$ cat src/hdl/kpm_pkg.sv
// Shared types and constants for the keyword prefix matcher.
`timescale 1ns / 1ps

package kpm_pkg;

   localparam int SLOT_W  = 4;
   localparam int POS_W   = 5;
   localparam int CHAR_W  = 8;
   localparam int COUNT_W = 5;
   localparam int INDEX_W = 4;

   typedef enum logic {
      OP_LOAD  = 1'b0,
      OP_QUERY = 1'b1
   } op_type;

   typedef struct packed {
      op_type             op;
      logic               in_range;
      logic [SLOT_W-1:0]  slot;
      logic [POS_W-1:0]   pos;
      logic [CHAR_W-1:0]  ch;
      logic               last;
   } item_type;

   typedef enum logic [1:0] {
      ST_CLEAR,
      ST_IDLE,
      ST_COMPARE
   } back_state_type;

endpackage

$ cat src/hdl/kpm_channels.sv
// Channel interfaces for requests, responses and the count register write.
`timescale 1ns / 1ps

interface kpm_req_if;
   logic       valid;
   logic       ready;
   logic       op;
   logic [3:0] keyword_slot;
   logic [4:0] char_pos;
   logic [7:0] char_value;
   logic       is_last;

   modport source (output valid, op, keyword_slot, char_pos, char_value, is_last,
                   input ready);
   modport sink   (input valid, op, keyword_slot, char_pos, char_value, is_last,
                   output ready);
endinterface

interface kpm_rsp_if;
   logic       valid;
   logic       ready;
   logic       found;
   logic [3:0] match_index;

   modport source (output valid, found, match_index, input ready);
   modport sink   (input valid, found, match_index, output ready);
endinterface

interface kpm_csr_if;
   logic       valid;
   logic       ready;
   logic [4:0] keyword_count;

   modport source (output valid, keyword_count, input ready);
   modport sink   (input valid, keyword_count, output ready);
endinterface

$ cat src/hdl/kpm_ram.sv
// Generic simple dual-port RAM with a registered read.
`timescale 1ns / 1ps

module kpm_ram #(
   parameter int WIDTH = 8,
   parameter int DEPTH = 32
) (
   input  logic                     clock,
   input  logic                     wr_en,
   input  logic [$clog2(DEPTH)-1:0] wr_addr,
   input  logic [WIDTH-1:0]         wr_data,
   input  logic                     rd_en,
   input  logic [$clog2(DEPTH)-1:0] rd_addr,
   output logic [WIDTH-1:0]         rd_data
);

   logic [WIDTH-1:0] mem [DEPTH];
   logic [WIDTH-1:0] rd_data_ff;

   always_ff @(posedge clock) begin
      if (wr_en) begin
         mem[wr_addr] <= wr_data;
      end
      if (rd_en) begin
         rd_data_ff <= mem[rd_addr];
      end
   end

   assign rd_data = rd_data_ff;

endmodule

$ cat src/hdl/kpm_front.sv
// Front end: accepts request transfers, classifies them and queues them.
`timescale 1ns / 1ps

module kpm_front
   import kpm_pkg::*;
#(
   parameter int NUM_KEYWORDS    = 16,
   parameter int MAX_KEYWORD_LEN = 32
) (
   input  logic      clock,
   input  logic      reset,
   kpm_req_if.sink   req_port,
   input  logic      clearing,
   input  logic      pop,
   output logic      item_valid,
   output item_type  item
);

   localparam int QUEUE_DEPTH = 2;

   item_type       entry_ff [QUEUE_DEPTH];
   logic           wr_ptr_ff, wr_ptr_in;
   logic           rd_ptr_ff, rd_ptr_in;
   logic [1:0]     count_ff, count_in;
   logic           push;
   item_type       new_item;

   always_comb begin
      new_item.op       = op_type'(req_port.op);
      new_item.in_range = (32'(req_port.keyword_slot) < NUM_KEYWORDS) &&
                          (32'(req_port.char_pos) < MAX_KEYWORD_LEN);
      new_item.slot     = req_port.keyword_slot;
      new_item.pos      = req_port.char_pos;
      new_item.ch       = req_port.char_value;
      new_item.last     = req_port.is_last;
   end

   assign req_port.ready = (count_ff != 2'(QUEUE_DEPTH)) && !clearing;
   assign push           = req_port.valid && req_port.ready;
   assign item_valid     = (count_ff != 2'd0);
   assign item           = entry_ff[rd_ptr_ff];

   always_comb begin
      wr_ptr_in = push ? !wr_ptr_ff : wr_ptr_ff;
      rd_ptr_in = pop ? !rd_ptr_ff : rd_ptr_ff;
      count_in  = count_ff;
      if (push && !pop) begin
         count_in = count_ff + 2'd1;
      end else if (pop && !push) begin
         count_in = count_ff - 2'd1;
      end
   end

   always_ff @(posedge clock) begin
      if (reset) begin
         wr_ptr_ff <= 1'b0;
         rd_ptr_ff <= 1'b0;
         count_ff  <= 2'd0;
      end else begin
         wr_ptr_ff <= wr_ptr_in;
         rd_ptr_ff <= rd_ptr_in;
         count_ff  <= count_in;
      end
   end

   always_ff @(posedge clock) begin
      if (push) begin
         entry_ff[wr_ptr_ff] <= new_item;
      end
   end

endmodule

$ cat src/hdl/kpm_back.sv
// Back end: keyword store lanes, match vector and response register.
`timescale 1ns / 1ps

module kpm_back
   import kpm_pkg::*;
#(
   parameter int NUM_KEYWORDS    = 16,
   parameter int MAX_KEYWORD_LEN = 32
) (
   input  logic               clock,
   input  logic               reset,
   input  logic               item_valid,
   input  item_type           item,
   input  logic [COUNT_W-1:0] keyword_count,
   output logic               pop,
   output logic               clearing,
   kpm_rsp_if.source          rsp_port
);

   localparam int ADDR_W = $clog2(MAX_KEYWORD_LEN);
   localparam int QPOS_W = $clog2(MAX_KEYWORD_LEN + 1);

   back_state_type          state_ff, state_in;
   logic [ADDR_W-1:0]       clr_addr_ff, clr_addr_in;
   logic [QPOS_W-1:0]       qpos_ff, qpos_in;
   logic [NUM_KEYWORDS-1:0] match_ff, match_in;
   logic [CHAR_W-1:0]       q_ch_ff, q_ch_in;
   logic                    q_last_ff, q_last_in;
   logic                    q_inrange_ff, q_inrange_in;
   logic                    rsp_valid_ff, rsp_valid_in;
   logic                    rsp_found_ff, rsp_found_in;
   logic [INDEX_W-1:0]      rsp_index_ff, rsp_index_in;

   logic [CHAR_W-1:0]       lane_data [NUM_KEYWORDS];
   logic [NUM_KEYWORDS-1:0] lane_we;
   logic [NUM_KEYWORDS-1:0] eq;
   logic [NUM_KEYWORDS-1:0] new_match;
   logic [NUM_KEYWORDS-1:0] hit;
   logic [ADDR_W-1:0]       wr_addr;
   logic [CHAR_W-1:0]       wr_data;
   logic                    rd_en;
   logic                    qpos_live;
   logic                    load_now;
   logic                    can_emit;
   logic [INDEX_W-1:0]      first_index;

   assign qpos_live = qpos_ff < QPOS_W'(MAX_KEYWORD_LEN);
   assign clearing  = (state_ff == ST_CLEAR);
   assign pop       = (state_ff == ST_IDLE) && item_valid;
   assign load_now  = pop && (item.op == OP_LOAD) && item.in_range;
   assign rd_en     = pop && (item.op == OP_QUERY) && qpos_live;
   assign wr_addr   = clearing ? clr_addr_ff : ADDR_W'(item.pos);
   assign wr_data   = clearing ? '0 : item.ch;

   for (genvar k = 0; k < NUM_KEYWORDS; k++) begin : g_lane
      assign lane_we[k] = clearing || (load_now && (32'(item.slot) == k));
      assign eq[k]      = q_inrange_ff && (lane_data[k] == q_ch_ff);
      assign hit[k]     = new_match[k] && (32'(keyword_count) > k);

      kpm_ram #(
         .WIDTH (CHAR_W),
         .DEPTH (MAX_KEYWORD_LEN)
      ) u_lane_ram (
         .clock   (clock),
         .wr_en   (lane_we[k]),
         .wr_addr (wr_addr),
         .wr_data (wr_data),
         .rd_en   (rd_en),
         .rd_addr (qpos_ff[ADDR_W-1:0]),
         .rd_data (lane_data[k])
      );
   end

   assign new_match = match_ff & eq;

   always_comb begin
      first_index = '0;
      for (int k = NUM_KEYWORDS - 1; k >= 0; k--) begin
         if (hit[k]) begin
            first_index = INDEX_W'(k);
         end
      end
   end

   assign can_emit = !rsp_valid_ff || rsp_port.ready;

   always_comb begin
      state_in     = state_ff;
      clr_addr_in  = clr_addr_ff;
      qpos_in      = qpos_ff;
      match_in     = match_ff;
      q_ch_in      = q_ch_ff;
      q_last_in    = q_last_ff;
      q_inrange_in = q_inrange_ff;
      rsp_valid_in = rsp_valid_ff && !rsp_port.ready;
      rsp_found_in = rsp_found_ff;
      rsp_index_in = rsp_index_ff;
      unique case (state_ff)
         ST_CLEAR: begin
            clr_addr_in = clr_addr_ff + ADDR_W'(1);
            if (clr_addr_ff == ADDR_W'(MAX_KEYWORD_LEN - 1)) begin
               state_in = ST_IDLE;
            end
         end
         ST_IDLE: begin
            if (pop && (item.op == OP_QUERY)) begin
               q_ch_in      = item.ch;
               q_last_in    = item.last;
               q_inrange_in = qpos_live;
               state_in     = ST_COMPARE;
            end
         end
         ST_COMPARE: begin
            if (!q_last_ff) begin
               match_in = new_match;
               qpos_in  = qpos_live ? qpos_ff + QPOS_W'(1) : qpos_ff;
               state_in = ST_IDLE;
            end else if (can_emit) begin
               match_in     = '1;
               qpos_in      = '0;
               rsp_valid_in = 1'b1;
               rsp_found_in = |hit;
               rsp_index_in = first_index;
               state_in     = ST_IDLE;
            end
         end
         default: begin
            state_in = ST_CLEAR;
         end
      endcase
   end

   always_ff @(posedge clock) begin
      if (reset) begin
         state_ff     <= ST_CLEAR;
         clr_addr_ff  <= '0;
         qpos_ff      <= '0;
         match_ff     <= '1;
         rsp_valid_ff <= 1'b0;
      end else begin
         state_ff     <= state_in;
         clr_addr_ff  <= clr_addr_in;
         qpos_ff      <= qpos_in;
         match_ff     <= match_in;
         rsp_valid_ff <= rsp_valid_in;
      end
   end

   always_ff @(posedge clock) begin
      q_ch_ff      <= q_ch_in;
      q_last_ff    <= q_last_in;
      q_inrange_ff <= q_inrange_in;
      rsp_found_ff <= rsp_found_in;
      rsp_index_ff <= rsp_index_in;
   end

   assign rsp_port.valid       = rsp_valid_ff;
   assign rsp_port.found       = rsp_found_ff;
   assign rsp_port.match_index = rsp_index_ff;

endmodule

$ cat src/hdl/keyword_prefix_matcher.sv
// Top level of the keyword prefix matcher.
`timescale 1ns / 1ps

// The request channel carries load transfers, which write one byte of a keyword
// slot, and query transfers, which stream the bytes of a sequence to be matched.
// The response channel carries one transfer per query byte marked last: whether
// a keyword among the first keyword_count slots starts with the sequence, and
// the lowest such slot. The csr channel writes keyword_count and is always ready.
// An in-range load is written to the keyword store as it leaves the queue, and a query
// byte first reads the keyword store row at the current position and then is compared.
// A two-entry queue separates the request side from the back end.
// After reset the keyword store is cleared one position per cycle, and requests
// are held off until that is done.
// When the receiver stalls, the response register holds its transfer and the
// back end waits on the next last byte, while the queue takes requests until
// both of its entries are full.
module keyword_prefix_matcher
   import kpm_pkg::*;
#(
   parameter int NUM_KEYWORDS    = 16,
   parameter int MAX_KEYWORD_LEN = 32
) (
   input  logic       clock,
   input  logic       reset,
   kpm_req_if.sink    req_port,
   kpm_rsp_if.source  rsp_port,
   kpm_csr_if.sink    csr_port
);

   logic [COUNT_W-1:0] keyword_count_ff, keyword_count_in;
   logic               clearing;
   logic               pop;
   logic               item_valid;
   item_type           item;

   assign csr_port.ready   = 1'b1;
   assign keyword_count_in = (csr_port.valid && csr_port.ready) ?
                             csr_port.keyword_count : keyword_count_ff;

   always_ff @(posedge clock) begin
      if (reset) begin
         keyword_count_ff <= '0;
      end else begin
         keyword_count_ff <= keyword_count_in;
      end
   end

   kpm_front #(
      .NUM_KEYWORDS    (NUM_KEYWORDS),
      .MAX_KEYWORD_LEN (MAX_KEYWORD_LEN)
   ) u_front (
      .clock      (clock),
      .reset      (reset),
      .req_port   (req_port),
      .clearing   (clearing),
      .pop        (pop),
      .item_valid (item_valid),
      .item       (item)
   );

   kpm_back #(
      .NUM_KEYWORDS    (NUM_KEYWORDS),
      .MAX_KEYWORD_LEN (MAX_KEYWORD_LEN)
   ) u_back (
      .clock         (clock),
      .reset         (reset),
      .item_valid    (item_valid),
      .item          (item),
      .keyword_count (keyword_count_ff),
      .pop           (pop),
      .clearing      (clearing),
      .rsp_port      (rsp_port)
   );

   a_no_accept_while_clearing: assert property (
      @(posedge clock) disable iff (reset) clearing |-> !req_port.ready
   ) else $error("Request ready during the store clear.");

   a_no_response_while_clearing: assert property (
      @(posedge clock) disable iff (reset) clearing |-> !rsp_port.valid
   ) else $error("Response valid during the store clear.");

   a_index_zero_when_not_found: assert property (
      @(posedge clock) disable iff (reset)
      (rsp_port.valid && !rsp_port.found) |-> (rsp_port.match_index == '0)
   ) else $error("Nonzero match index on a response without a match.");

   a_no_pop_while_clearing: assert property (
      @(posedge clock) disable iff (reset) clearing |-> !pop
   ) else $error("Queue entry taken during the store clear.");

endmodule

$ cat src/flat_wrapper.sv
// flat-port wrapper written by rule: the top's interface ports become plain ports
module keyword_prefix_matcher_flat import kpm_pkg::*;
#(
   parameter int NUM_KEYWORDS    = 16,
   parameter int MAX_KEYWORD_LEN = 32
)
  (clock, reset, req_port_valid, req_port_op, req_port_keyword_slot, req_port_char_pos, req_port_char_value, req_port_is_last, req_port_ready, rsp_port_valid, rsp_port_found, rsp_port_match_index, rsp_port_ready, csr_port_valid, csr_port_keyword_count, csr_port_ready);
  kpm_req_if req_port_i ();
  kpm_rsp_if rsp_port_i ();
  kpm_csr_if csr_port_i ();
  input  logic clock;
  input  logic reset;
  input wire logic [$bits(req_port_i.valid)-1:0] req_port_valid;
  input wire logic [$bits(req_port_i.op)-1:0] req_port_op;
  input wire logic [$bits(req_port_i.keyword_slot)-1:0] req_port_keyword_slot;
  input wire logic [$bits(req_port_i.char_pos)-1:0] req_port_char_pos;
  input wire logic [$bits(req_port_i.char_value)-1:0] req_port_char_value;
  input wire logic [$bits(req_port_i.is_last)-1:0] req_port_is_last;
  output wire logic [$bits(req_port_i.ready)-1:0] req_port_ready;
  output wire logic [$bits(rsp_port_i.valid)-1:0] rsp_port_valid;
  output wire logic [$bits(rsp_port_i.found)-1:0] rsp_port_found;
  output wire logic [$bits(rsp_port_i.match_index)-1:0] rsp_port_match_index;
  input wire logic [$bits(rsp_port_i.ready)-1:0] rsp_port_ready;
  input wire logic [$bits(csr_port_i.valid)-1:0] csr_port_valid;
  input wire logic [$bits(csr_port_i.keyword_count)-1:0] csr_port_keyword_count;
  output wire logic [$bits(csr_port_i.ready)-1:0] csr_port_ready;
  assign req_port_i.valid = req_port_valid;
  assign req_port_i.op = req_port_op;
  assign req_port_i.keyword_slot = req_port_keyword_slot;
  assign req_port_i.char_pos = req_port_char_pos;
  assign req_port_i.char_value = req_port_char_value;
  assign req_port_i.is_last = req_port_is_last;
  assign req_port_ready = req_port_i.ready;
  assign rsp_port_valid = rsp_port_i.valid;
  assign rsp_port_found = rsp_port_i.found;
  assign rsp_port_match_index = rsp_port_i.match_index;
  assign rsp_port_i.ready = rsp_port_ready;
  assign csr_port_i.valid = csr_port_valid;
  assign csr_port_i.keyword_count = csr_port_keyword_count;
  assign csr_port_ready = csr_port_i.ready;
  keyword_prefix_matcher #(.NUM_KEYWORDS(NUM_KEYWORDS), .MAX_KEYWORD_LEN(MAX_KEYWORD_LEN)) u_core (.clock(clock), .reset(reset), .req_port(req_port_i), .rsp_port(rsp_port_i), .csr_port(csr_port_i));
endmodule
$ cat config.mk
export PLATFORM = sky130hd
export DESIGN_NAME = keyword_prefix_matcher_flat
export DESIGN_NICKNAME = d
export VERILOG_FILES = /design/src/hdl/kpm_pkg.sv /design/src/hdl/kpm_channels.sv /design/src/hdl/kpm_ram.sv /design/src/hdl/kpm_front.sv /design/src/hdl/kpm_back.sv /design/src/hdl/keyword_prefix_matcher.sv /design/src/flat_wrapper.sv
export SDC_FILE = /design/constraint.sdc
export NUM_CORES = 2
export LEC_CHECK = 0
export BUFFER_PORTS_ARGS = -buffer_cell sky130_fd_sc_hd__buf_2
export CORE_ASPECT_RATIO = 2
export CORE_MARGIN = 2
export CORE_UTILIZATION = 45
export CTS_CLUSTER_SIZE = 14
export DETAILED_ROUTE_END_ITERATION = 16
export PLACE_DENSITY = 0.6
export SKIP_CTS_REPAIR_TIMING = 1
export SLEW_MARGIN = 20
export SYNTH_ARGS = -nofsm -noshare
export SYNTH_HDL_FRONTEND = slang
export SYNTH_MEMORY_MAX_BITS = 65536
export SYNTH_SLANG_ARGS = --single-unit
$ cat constraint.sdc
create_clock -name clock -period 42.3 [get_ports clock]
set_input_delay 8.46 -clock clock [delete_from_list [all_inputs] [get_ports clock]]
set_output_delay 8.46 -clock clock [all_outputs]
set_load 0.01 [all_outputs]
=== Word-level counts from Yosys, hierarchy flattened ===
Memory sizes are Yosys's and may differ from the RTL's. A register that Yosys moved wholly into a read port is not among the register bits.
Index checks and enable logic that the tools add are counted.

* Flip-flop bits (word level): 54
* Bits in writable memories: 4134
* Bits of input ports: 29
* Memories kept: 17

* $add $sub $neg: 4
* Order comparisons: 17
* Eq/ne operators: 39
* Multiplexer cells: 68
* Bitwise logic cells: 2
* Reduce and logical (&&, ||, !) cells: 96

{| class="wikitable"
|+ Memories
! memory !! words !! bits a word !! rd ports !! clocked after memory_dff !! wr ports !! line !! RTL
|-
| u_core.u_back.g_lane[0].u_lane_ram.mem || 32 || 8 || 1 || 1 || 1 || kpm_ram.sv:17 || <nowiki>logic [WIDTH-1:0] mem [DEPTH];</nowiki>
|-
| u_core.u_back.g_lane[10].u_lane_ram.mem || 32 || 8 || 1 || 1 || 1 || kpm_ram.sv:17 ||
|-
| u_core.u_back.g_lane[11].u_lane_ram.mem || 32 || 8 || 1 || 1 || 1 || kpm_ram.sv:17 ||
|-
| u_core.u_back.g_lane[12].u_lane_ram.mem || 32 || 8 || 1 || 1 || 1 || kpm_ram.sv:17 ||
|-
| u_core.u_back.g_lane[13].u_lane_ram.mem || 32 || 8 || 1 || 1 || 1 || kpm_ram.sv:17 ||
|-
| u_core.u_back.g_lane[14].u_lane_ram.mem || 32 || 8 || 1 || 1 || 1 || kpm_ram.sv:17 ||
|-
| +11 memories || - || - || - || - || - || - ||
|}

{| class="wikitable"
|+ Operators by type and width
! cell !! count
|-
| 8-bit equality test || 16
|-
| 1-bit logical AND || 57
|-
| 5-bit by 4-bit greater-than comparator with 1-bit output (second input constant) || 8
|-
| 1-bit two-way mux || 40
|-
| 4-bit equality test (second input constant) || 8
|-
| 16-bit two-way mux || 2
|-
| 4-bit two-way mux || 8
|-
| 5-bit by 3-bit greater-than comparator with 1-bit output (second input constant) || 4
|-
| 6-bit two-way mux || 3
|-
| 1-bit logical OR || 17
|-
| 16-bit bitwise AND || 1
|-
| 4-bit by 3-bit equality test with 1-bit output (second input constant) || 4
|-
| 2-bit two-way mux || 8
|-
| 16-bit OR reduction || 1
|-
| 3-bit two-way mux || 4
|-
| 5-bit by 1-bit greater-than comparator with 1-bit output (second input constant) || 2
|-
| 5-bit by 2-bit greater-than comparator with 1-bit output (second input constant) || 2
|-
| 3-bit AND reduction || 3
|-
| 4-bit by 2-bit equality test with 1-bit output (second input constant) || 2
|-
| 8-bit two-way mux || 1
|-
| 8-bit OR reduction || 1
|-
| 1-bit zero test || 7
|-
| 6-bit by 1-bit adder with 6-bit output (second input constant) || 1
|-
| 6-bit < comparator (second input constant) || 1
|-
| 20 further kinds || 25
|}

=== Logic depth before layout (Yosys ltp) ===
* Depth in word-level cells: 19
* Mapped depth: 10
* Depth with buffers taken out: 8

=== Modules after synthesis ===
A second synthesis with hierarchy kept.

* Cells, all modules: 7258
* Area total of the unflattened synthesis: 167837.2 um^2

{| class="wikitable"
|+ Modules (own cells, without submodules)
! module !! instances !! cells an instance !! area each (um^2) !! sequential area each (um^2)
|-
| kpm_ram || 16 || 417 || 10133.5 || 7927.6
|-
| kpm_back || 1 || 482 || 3886.2 || 1051.0
|-
| kpm_front || 1 || 86 || 1624.1 || 1241.2
|-
| keyword_prefix_matcher || 1 || 18 || 191.4 || 100.1
|}

=== Worst setup path before layout ===
OpenSTA, ideal clock, no wires.

* Path type: reg-to-reg
* Start point: reg (tool-made name)
* End point: mem u_core.u_back.g_lane[0].u_lane_ram.mem[0][0], data pin
* Setup time: 2.723 ns
* Arrival time: 13.726 ns
* Data required time: 39.577 ns
* Path slack: 25.851 ns
* Cell stages (with the launch flop): 6
* Path buffers: 3
* Period minus slack after synthesis: 16.449 ns
* Cells stage by stage: dfxtp_1 > buf_2 > buf_2 > buf_1 > mux2_2 > nor2b_1

{| class="wikitable"
|+ RTL lines
! item !! line
|-
| end: declaration || kpm_ram.sv:17
|}

=== Worst setup path in the final report ===
* Start point: reg u_core.u_back.state_ff[1]
* End point: out req_port_ready

* Longest elaborated chain between the ends: 3

{| class="wikitable"
|+ Ends and longest elaborated chain
! item !! line !! RTL
|-
| start: declaration || kpm_back.sv:23 || <nowiki>back_state_type state_ff, state_in;</nowiki>
|-
| start signal: assignment || kpm_back.sv:141 || <nowiki>state_ff <= state_in;</nowiki>
|-
| 2-bit zero test || kpm_back.sv:48 || <nowiki>assign clearing = (state_ff == ST_CLEAR);</nowiki>
|-
| 1-bit zero test || kpm_front.sv:38 || <nowiki>assign req_port.ready = (count_ff != 2'(QUEUE_DEPTH)) && !clearing;</nowiki>
|-
| 1-bit logical AND || kpm_front.sv:38 ||
|-
| end: declaration || flat_wrapper.sv:19 || <nowiki>output wire logic [$bits(req_port_i.ready)-1:0] req_port_ready;</nowiki>
|}

No other way between the ends.

==> results.json <==
{
  "yosysMostFrequentCell": "edfxtp_1",
  "critPathLaunch": "u_core.u_back.state_ff[1]",
  "viasPerCell": 5.97,
  "path_cells": "nor2_4, a21oi_1, buf_2",
  "synth_cells": 7176,
  "met1_length_um": 163000,
  "cp_slowest_stage_delay_ps": 470,
  "drive_gt1_frac": 0.285,
  "antenna_left": 0,
  "grt_pass1_wl_um": 577000,
  "r2r_setup_slack_ps": 36620,
  "r2r_cells": 7,
  "crit_path_end_kind": "output pin",
  "first_pass_iters": 5,
  "wl_per_cell_um": 32.5,
  "avgSynthCellArea_um2": 23.2,
  "criticalPathCategory": "flop to output pin",
  "critPathSlowestCell": "dfxtp_1",
  "cp_top_family": "flip-flops",
  "fin_util": 0.500,
  "cap_violations": 0,
  "gp_congestion": 0.778,
  "skew_ps": 53.6,
  "hold_viol_final": 0,
  "finalPower_mw": 8.14,
  "cp_max_fo": 7,
  "ys.flop_type": "edfxtp_1",
  "synth.top_cell.area_share": 0.771,
  "finalNonFillerCells": 12500,
  "grt_setup_unrepaired": "no",
  "cts_tree": "done",
  "placed_cells": 11900,
  "drc": 0,
  "highest_layer": "met5",
  "relSlewSlack": 0.141,
  "ir_worst_vdd_mv": 0.0395,
  "cts_root_buffer": "clkbuf_16",
  "dr_total_vias": 74900,
  "dieArea_mm2": 0.375,
  "clkTransAtPathRegs_ps": 60,
  "r2r-start": "u_core.u_back.qpos_ff[1]",
  "grt.total_usage": 0.216,
  "start_util": 0.451,
  "die_x_um": 434,
  "period_share": 0.244,
  "cts_buffer_depth": 4,
  "hold_slack_ps": 483,
  "die_y_um": 864,
  "synth_edf_count": 4277,
  "drt_iter0_drc": 8297,
  "period_needed_ps": 10330,
  "wl_met2_um": 204000,
  "slew_violations": 0,
  "yosysWarnings": 0,
  "synth.top_cells.by_area": "edfxtp_1, mux4_2, nor2_1",
  "route.met3.wl_um": 28600,
  "required_ps": 33840,
  "dp_hpwl_um": 228000,
  "grt_pass1_vias": 75100,
  "syn_nets": 7209,
  "leakage_nw": 54.5,
  "ys_seq_area_frac": 0.776,
  "cp.arrival_ps": 1870,
  "crit_end": "req_port_ready",
  "numCtsBuffers": 387,
  "synth_largest_area_cell": "edfxtp_1",
  "gr-total-overflow": 0,
  "rows": 316,
  "coreArea_mm2": 0.369,
  "io_buffers": 35,
  "ys_ff_latch": 4317,
  "wl_um": 407000,
  "clock_latency_ps": 940,
  "area_growth_pct": 10.8,
  "setup_viol": 0,
  "numClockSinks": 4317,
  "hp-class": "flop to flop",
  "p_per_area_mw_per_mm2": 44.1,
  "ys_top_cells_by_count": "edfxtp_1, mux4_2, nor2_1, clkbuf_1, mux2_2",
  "cp.depth": 3,
  "fmax_ghz": 0.0968,
  "finalNetCount": 7358,
  "synthArstFlopShare": 0,
  "status": "finished clean",
  "antenna_found_initial": 26,
  "crit_buf_inv": 1,
  "io_pins": 37,
  "max_slew.worst_pin.slew_ps": 1290,
  "ys_types": 55,
  "worstReg2RegEnd": "u_core.u_back.g_lane[8].u_lane_ram.rd_data[2]",
  "cts_max_level": 5,
  "setup_tns_ps": 0,
  "syn_area_mm2": 0.167,
  "startpoint_type": "flop",
  "grt_max_degree": 233
}
==> registers in the layout, indices dropped and copies added, names as in the netlist, 4 cells and up, named ones only <==
signal and count:
u_core.u_back.rsp_port.match_index 4, u_core.keyword_count_ff 5, u_core.u_back.g_lane.u_lane_ram.rd_data 128, u_core.u_back.g_lane.u_lane_ram.mem 4096, u_core.u_back.clr_addr_ff 5, u_core.u_back.qpos_ff 6
u_core.u_back.q_ch_ff 8, u_core.u_back.match_ff 16, u_core.u_front.entry_ff 38
==> how the worst min path moves through the flow <==
| stage | start | endpoint | slack, ps | cells after the start |
|---|---|---|---|---|
| 3_3_place_gp | u_core.u_back.match_ff[1] | u_core.u_back.match_ff[1] | 460 | 2 |
| 6_report | u_core.u_back.match_ff[11] | u_core.u_back.match_ff[11] | 480 | 2 |
| 4_1_cts | u_core.u_back.match_ff[11] | u_core.u_back.match_ff[11] | 480 | 2 |
| 5_1_grt | u_core.u_back.match_ff[5] | u_core.u_back.match_ff[5] | 500 | 2 |
| 3_5_place_dp | u_core.u_back.match_ff[11] | u_core.u_back.match_ff[11] | 470 | 2 |
| 2_1_floorplan | u_core.u_back.match_ff[15] | u_core.u_back.match_ff[15] | 440 | 1 |
==> through the flow <==
step	cell area (µm²)	setup WS [ps]
after CTS	184000	31910
after floorplan	167000	25850
after global placement	173000	31640
after detailed placement	173000	31670
final	185000	31970
after global routing	185000	31840
==> report_power, final <==
part	switching (mW)	internal, mW	leakage [nW]	total (mW)
clock	1.52	1.80	5.62	3.33
combinational	0.0739	0.0460	10.8	0.120
sequential	0.0109	4.69	38.1	4.70
==> logic make-up (layout without fill, tap and decap cells) <==
family / Yosys count / count (layout) / synth area share
adder cells (fa/ha/maj): 4 / 4 / 0.000300
AO/OA/AOI/OAI: 87 / 87 / 0.00332
multiplexers: 1432 / 1432 / 0.183
AND/OR/NAND/NOR: 767 / 767 / 0.0188
other: 1 / 25 / 0.0000225
flip-flops: 4317 / 4317 / 0.776
buffers and inverters: 432 / 843 / 0.0113
XOR/XNOR: 136 / 136 / 0.00715
==> cell type report <==
class / count / area [µm²]
fill: 29200 / 185000
sequential: 4317 / 129000
multi-input combinational: 2427 / 36000
clock buffer: 498 / 10300
tap: 4929 / 6170
timing repair buffer: 178 / 1560
clock inverter: 153 / 1170
antenna: 24 / 60.1
inverter: 14 / 52.6
==> layer usage <==
layer,vias up,track usage
met2,2891,0.352
met4,8,0.0650
met3,559,0.0371
met5,-,0
met1,41000,0.301
li1,30500,-
==> worst reg2reg max path, stage by stage (launching register included) <==
cell	delay, ps
dfxtp_4	820
buf_4	770
buf_4	820
buf_4	850
buf_4	850
mux4_2	510
mux4_2	530
mux2_2	290
==> cells in the final DEF, fill, tap and decap left out, types with 27 or more instances in the layout <==
master,synthesis,final
buf_2,112,35
buf_4,1,118
clkbuf_1,257,98
clkbuf_16,0,397
clkinv_1,0,64
clkinv_2,0,51
dfxtp_1,40,35
edfxtp_1,4277,4277
mux2_2,137,137
mux4_2,1280,1280
nand2_1,82,50
nand2_4,0,27
nor2_1,568,563
xnor2_1,59,59
xor2_1,77,77
Note: power is estimated with default switching activity, not from simulation.
